$ cat config.mk
export PLATFORM = sky130hd
export DESIGN_NAME = abws_div
export DESIGN_NICKNAME = d
export VERILOG_FILES = /design/src/sv/abws_pkg.sv /design/src/sv/abws_div.sv
export SDC_FILE = /design/constraint.sdc
export NUM_CORES = 1
export LEC_CHECK = 0
export ABC_AREA = 0
export BUFFER_PORTS_ARGS = -buffer_cell sky130_fd_sc_hd__buf_2
export CORE_MARGIN = 2
export CORE_UTILIZATION = 46
export DETAILED_ROUTE_END_ITERATION = 7
export GPL_TIMING_DRIVEN = 0
export PLACE_DENSITY = 0.81
export SLEW_MARGIN = 20
export SYNTH_ARGS = -nofsm -noshare
export SYNTH_HDL_FRONTEND = slang
export SYNTH_SLANG_ARGS = --single-unit
$ cat constraint.sdc
create_clock -name clk -period 2.71 [get_ports clk]
set_clock_uncertainty 0.15 [all_clocks]
set_input_delay 0 -clock clk [delete_from_list [all_inputs] [get_ports clk]]
set_output_delay 0 -clock clk [all_outputs]
set_load 0.1 [all_outputs]
$ cat src/sv/abws_pkg.sv
// Shared constants for the accessed-bit working-set sampler.
`timescale 1ns / 1ps
`default_nettype none
package abws_pkg;

  // Field widths fixed by the interface
  localparam int SAMPLE_W = 18;
  localparam int PIDX_W   = 17;
  localparam int COUNT_W  = 18;
  localparam int EST_W    = 31;

  // Bitmap row geometry: 16 accessed bits per RAM word
  localparam int ROW_BITS = 16;
  localparam int BSEL_W   = 4;

  // Saturation limits and register reset
  localparam logic [COUNT_W-1:0]  COUNT_MAX    = 18'h3FFFF;
  localparam logic [EST_W-1:0]    EST_MAX      = 31'h7FFFFFFF;
  localparam logic [SAMPLE_W-1:0] SAMPLE_RESET = 18'd1000;

  // Operation codes
  localparam logic OP_ACCESS = 1'b0;
  localparam logic OP_SAMPLE = 1'b1;

endpackage
`default_nettype wire

$ cat src/sv/abws_div.sv
// Restoring divider, one quotient bit per cycle, divisor of sample-size width.
`timescale 1ns / 1ps
`default_nettype none
module abws_div
  import abws_pkg::*;
#(
  parameter int DVD_W = 36
) (
  input  wire logic                clk,
  input  wire logic                rst,
  input  wire logic                start,
  input  wire logic [DVD_W-1:0]    dividend,
  input  wire logic [SAMPLE_W-1:0] divisor,
  output logic                     done,
  output logic      [DVD_W-1:0]    quotient
);

  localparam int CNT_W = $clog2(DVD_W + 1);

  logic [SAMPLE_W-1:0] rem;
  logic [SAMPLE_W-1:0] dsr;
  logic [CNT_W-1:0]    cnt;
  logic                run;
  logic [SAMPLE_W:0]   rem_sh;
  logic [SAMPLE_W:0]   diff;
  logic                ge;

  // one restoring step
  assign rem_sh = {rem, quotient[DVD_W-1]};
  assign diff   = rem_sh - {1'b0, dsr};
  assign ge     = rem_sh >= {1'b0, dsr};

  // control
  always_ff @(posedge clk) begin
    if (rst) begin
      run  <= 1'b0;
      done <= 1'b0;
      cnt  <= '0;
    end else begin
      done <= run && (cnt == CNT_W'(1));
      if (start) begin
        run <= 1'b1;
        cnt <= CNT_W'(DVD_W);
      end else if (run) begin
        cnt <= cnt - 1'b1;
        if (cnt == CNT_W'(1)) begin
          run <= 1'b0;
        end
      end
    end
  end

  // datapath: the dividend register shifts out and collects quotient bits
  always_ff @(posedge clk) begin
    if (start) begin
      quotient <= dividend;
      rem      <= '0;
      dsr      <= divisor;
    end else if (run) begin
      quotient <= {quotient[DVD_W-2:0], ge};
      rem      <= ge ? diff[SAMPLE_W-1:0] : rem_sh[SAMPLE_W-1:0];
    end
  end

endmodule
`default_nettype wire

# Word level (Yosys, flattened, before mapping)
# Cells that the tools add are included.
dict set report word_totals {
  regBits 80
  in_bits 57
  out_inout_bits 37
  wordCells 22
}
dict set report op_classes {
  n_addsub 2
  magnitude_cmp 1
  n_eq_ne 1
  mux 8
  reduce_logical 3
}
# cell n
set ops {}
lappend ops {{$mux 36} 2}
lappend ops {{$ge 19x18->1} 1}
lappend ops {{$mux 18} 1}
lappend ops {{$sub 18x18->18} 1}
lappend ops {{$mux 6} 2}
lappend ops {{$eq 6x1->1 const B} 1}
lappend ops {{$sub 6x1->6 const B} 1}
lappend ops {{$mux 1} 3}
lappend ops {{$reduce_bool 2->1} 1}
lappend ops {{$reduce_or 2->1} 1}
lappend ops {{$logic_and 1x1->1} 1}

# Longest topological paths before layout
dict set report depth {
  word_depth 4
  depth_mapped 11
  depth_no_buf 10
}

# Worst setup path after synthesis
# OpenSTA, ideal clock, no wires.
dict set report synth_path {
  path_kind {flip-flop to flip-flop}
  startpoint {register quotient[35]}
  endpoint {register rem[10]}
  setup_time_ns 0.122
  arrival_time_ns 2.846
  setup_slack_ns -0.408
  stages_incl_launch_ff 11
  path_buffers 0
  period_less_slack_ns 3.118
  path_cell_list {edfxtp_1 inv_1 ha_1 inv_1 fa_1 a211o_1 a21oi_1 o21ai_0 a21oi_1 xnor2_1 a311o_1}
}
dict set report synth_via {
  elab_chain_len 2
  elab_cells_between_ends 3
  classes_between {1 x add/sub; 1 x order compare; 1 x mux}
}
# element line
set synth_rtl {}
lappend synth_rtl {{start, declared} abws_div.sv:15} ;# output logic [DVD_W-1:0] quotient
lappend synth_rtl {{start signal, assigned} abws_div.sv:56} ;# quotient <= dividend;
lappend synth_rtl {{start signal, assigned} abws_div.sv:60} ;# quotient <= {quotient[DVD_W-2:0], ge};
lappend synth_rtl {{$sub 18x18->18 / $ge 19x18->1 (equally long branches)} {abws_div.sv:30, abws_div.sv:31}}
lappend synth_rtl {{$mux 18 (*)} abws_div.sv:61} ;# rem <= ge ? diff[SAMPLE_W-1:0] : rem_sh[SAMPLE_W-1:0];
lappend synth_rtl {{end signal, assigned} abws_div.sv:61}
lappend synth_rtl {{end, declared} abws_div.sv:20} ;# logic [SAMPLE_W-1:0] rem;
# Every way passes the cells marked *; elsewhere a longest branch is shown, timed or not.
# A chain may end at the register's enable or synchronous reset.

# Worst setup path in the final report
dict set report layout_path {
  startpoint {register quotient[35]}
  endpoint {register rem[14]}
}
# Same word-level chain as after synthesis.

==> results by group <==
Finish
  – Final nets: 634
  – Ratio of cells with drive above 1 in the final layout: 31.02%
  – Post-route cell area: 0.005725 mm²
  – Register area: 0.002142 mm²
  – Synthesis-to-finish area growth: 32.25%
  – N_diodes: 0
  – Fill count: 740
  – Multi-input logic area: 0.002049 mm²
  – Finished Layout Cells: 672

Critical path
  – Crit Path Max Fanout: 3
  – CP Class: reg -> reg
  – Crit path launch type: flop
  – CP Cell Sequence: inv_1 > ha_2 > inv_2 > fa_2 > a211o_1 > a21oi_4 > o21ai_2 > o41a_1 > a22oi_1 > o31ai_1
  – Crit-path slowest cell: edfxtp_1
  – Crit path largest cell delay: 400 ps
  – Bufs and invs on worst path: 2
  – WP data required: 2810 ps
  – WP data arrival: 2690 ps
  – Worst path top cell family by delay: compound AO/OA/AOI/OAI gates
  – CP endpoint kind: flop

Yosys
  – Post-synthesis adder-cell area fraction: 6.243%
  – EDFF count, synth: 54
  – Mapped Avg Cell Area: 10.85 µm²
  – Seq/Total Area, Yosys: 49.48%
  – Yosys reg bits: 80
  – Simple-Gate Fraction of Synth Area: 11.94%
  – Mux cell area share after synthesis: 9.595%
  – Post-synthesis cell area: 0.004329 mm²
  – Main combinational cell family by area after synthesis: compound AO/OA/AOI/OAI gates
  – Post-synthesis xor/xnor area fraction: 3.035%
  – Fraction of registers with async set/reset: 0%
  – Unique masters post-synth: 58
  – Yosys warning count: 0
  – Mapped Nets: 477
  – Main synth FF type: edfxtp_1
  – Cells after synthesis: 399
  – Compound-cell area share of the yosys netlist: 15.17%

Floorplan
  – # rows: 35
  – Initial Util: 47.07%
  – DIE HEIGHT: 101.0 µm
  – DIE WIDTH: 101.0 µm
  – Die area: 0.01020 mm²
  – # IOs: 94
  – Core area: 0.009196 mm²

Global route
  – First-pass GRT wire length: 19.42 mm
  – Overall Global Routing Usage: 24.85%
  – Largest net degree at the start of global routing: 37
  – Vias in the first global route: 3913
  – Initial antenna violation count: 0
  – Congestion Overflow GR: 0

Power
  – PnR Total Power: 3.250 mW
  – Max VDD drop: 0.0004763 V
  – P_leak: 2.378 nW
  – Pwr dens: 567.7 mW/mm²

CTS
  – H-Tree Depth: 3
  – Later-pin clock latency in the skew report: 380 ps
  – Worst-path clk slew: 90 ps
  – Max Root-Sink Buffers: 2
  – Total CTS buffers: 9
  – CTS root buf: clkbuf_8
  – CTS tree: done
  – Clock Sinks: 80

STA
  – Post-route minimum period: 2591 ps
  – Hold slack: -9.846 ps
  – FMAX: 0.3859 GHz
  – Final setup violation count: 0
  – Hold Fails Final Rpt: 9
  – Slew @ Worst Pin: 767.0 ps
  – Fin. max-slew vios: 0
  – Relative slew slack: 48.80%
  – Period utilization: 95.61%
  – Setup_tns: 0 ps

Route
  – Remaining DRCs: 0
  – DR pass1 iterations: 5
  – WL/cell: 18.08 µm
  – DRT iter0 DRCs: 302
  – Antenna viol nets, final: 0
  – Vias per inst: 5.707
  – DRT Wirelength: 12.15 mm
  – Via count: 3835

Placed design
  – Gpl congestion: 0.9240
  – Placed inst area: 0.004955 mm²
  – IO Port Bufs: 92
  – Post-DP HPWL: 7.604 mm
  – Inst Count DP: 602

Min path
  – Hold WC Path Type: in -> reg

Run
  – Max-Cap Viols: 0

Run status
  – Status: complete, but fails checks
  – Violated checks: negative hold slack
placed cells by master (no fill, tap or decap), types with 3 or more instances in the layout:
cell	instances
nand2b_1	3
ha_1	19
o21ai_1	8
o21ai_0	6
nor4_1	3
o211ai_1	9
nand2_1	33
dlygate4sd3_1	55
buf_6	3
inv_6	3
clkbuf_8	10
a21oi_4	3
a41oi_1	3
nand4_1	5
clkbuf_1	7
a21oi_2	4
a21o_1	5
a211o_1	5
and2_1	6
nor2_1	24
nand3_1	6
inv_1	23
edfxtp_1	54
mux2_2	36
buf_2	97
a311o_1	3
a21oi_1	19
xnor2_1	13
dfxtp_1	26
nor3_1	15
cells by family after synthesis:
family,after synthesis
compound gates,93
xor+xnor,15
fa+ha+maj,21
buf+inv,46
flops,80
mux,37
simple gates,107
timing repair:
action | in CTS | in global routing
hold endpoints to repair | 62 | 0
pin swaps | 0 | 1
hold buffers | 55 | 0
buffers inserted | 0 | 1
resized for setup | 3 | 9
setup endpoints to repair | 2 | 14
per-layer routing:
layer  up-vias  GRT usage [%]  wire length, µm
met2       177          42.62             6081
met4         0          8.524              189
met3        21          7.628              911
met1      1832          29.62             4966
li1       1805              -                -
met5         -              0                0
synth_stat cells (all sizes together), types with 2 or more instances:
master   count  area (µm²)
o31ai        2       15.01
nor2        24       90.09
inv         25       93.84
clkbuf      10       38.78
and2         6       37.54
and3         2       12.51
dfxtp       26       520.5
nand4        5       31.28
xor2         2       17.52
a211o        5       43.79
a21oi       26       141.4
o21ai       15       75.07
a32o         2       20.02
ha          20       250.2
nor4         3       18.77
edfxtp      54        1622
a21o         7       52.55
o221ai       2       17.52
nand3        7       40.04
a311o        3       30.03
and4         2       20.02
xnor2       13       113.9
o311a        2       20.02
o2111ai      2       17.52
or3          3       23.77
a41oi        3       26.28
nor3        15       75.07
nand2       35       133.9
o21a         3       22.52
a221o        2       20.02
mux2        36       405.4
nand2b       3       18.77
o211ai       9       67.56
buf         11       63.81
report_power, final:
part / internal, mW / switching [mW] / total (mW)
Sequential: 1.41 / 0.0556 / 1.47
Clock: 0.362 / 0.482 / 0.843
Combinational: 0.265 / 0.672 / 0.938
Total: 2.04 / 1.21 / 3.25
metrics by stage:
stage | setup WS [ps] | utilization (%)
floorplan | -158.8 | -
global placement | -35.08 | 53.88
detailed placement | -68.89 | 53.88
CTS | 15.75 | 61.89
global route | -5.073 | 62.26
finish | 118.8 | 62.26
path summary, 6_finish.rpt:
| kind | startpoint | cells after the start | slack [ps] | end |
|---|---|---|---|---|
| setup / recovery | quotient[35] | 10 | 120 | rem[14] |
| hold / removal | start | 1 | -10 | dsr[0] |
| setup reg to reg | quotient[35] | 10 | 120 | rem[14] |
| hold reg to reg | rem[3] | 2 | 340 | rem[3] |
final cells by class:
type | count | area share [%]
buffer | 19 | 1.836
clock buffer | 10 | 2.404
clock inverter | 6 | 0.6993
inverter | 25 | 1.639
multi-input combinational | 273 | 35.80
sequential | 80 | 37.41
tap | 111 | 2.426
timing repair buffer | 148 | 17.79
registers in the layout, summed over array words and instances (netlist names):
register,flops
rem,18
cnt,6
run,1
dsr,18
done,1
quotient,36
(Power assumes the default switching activity.)
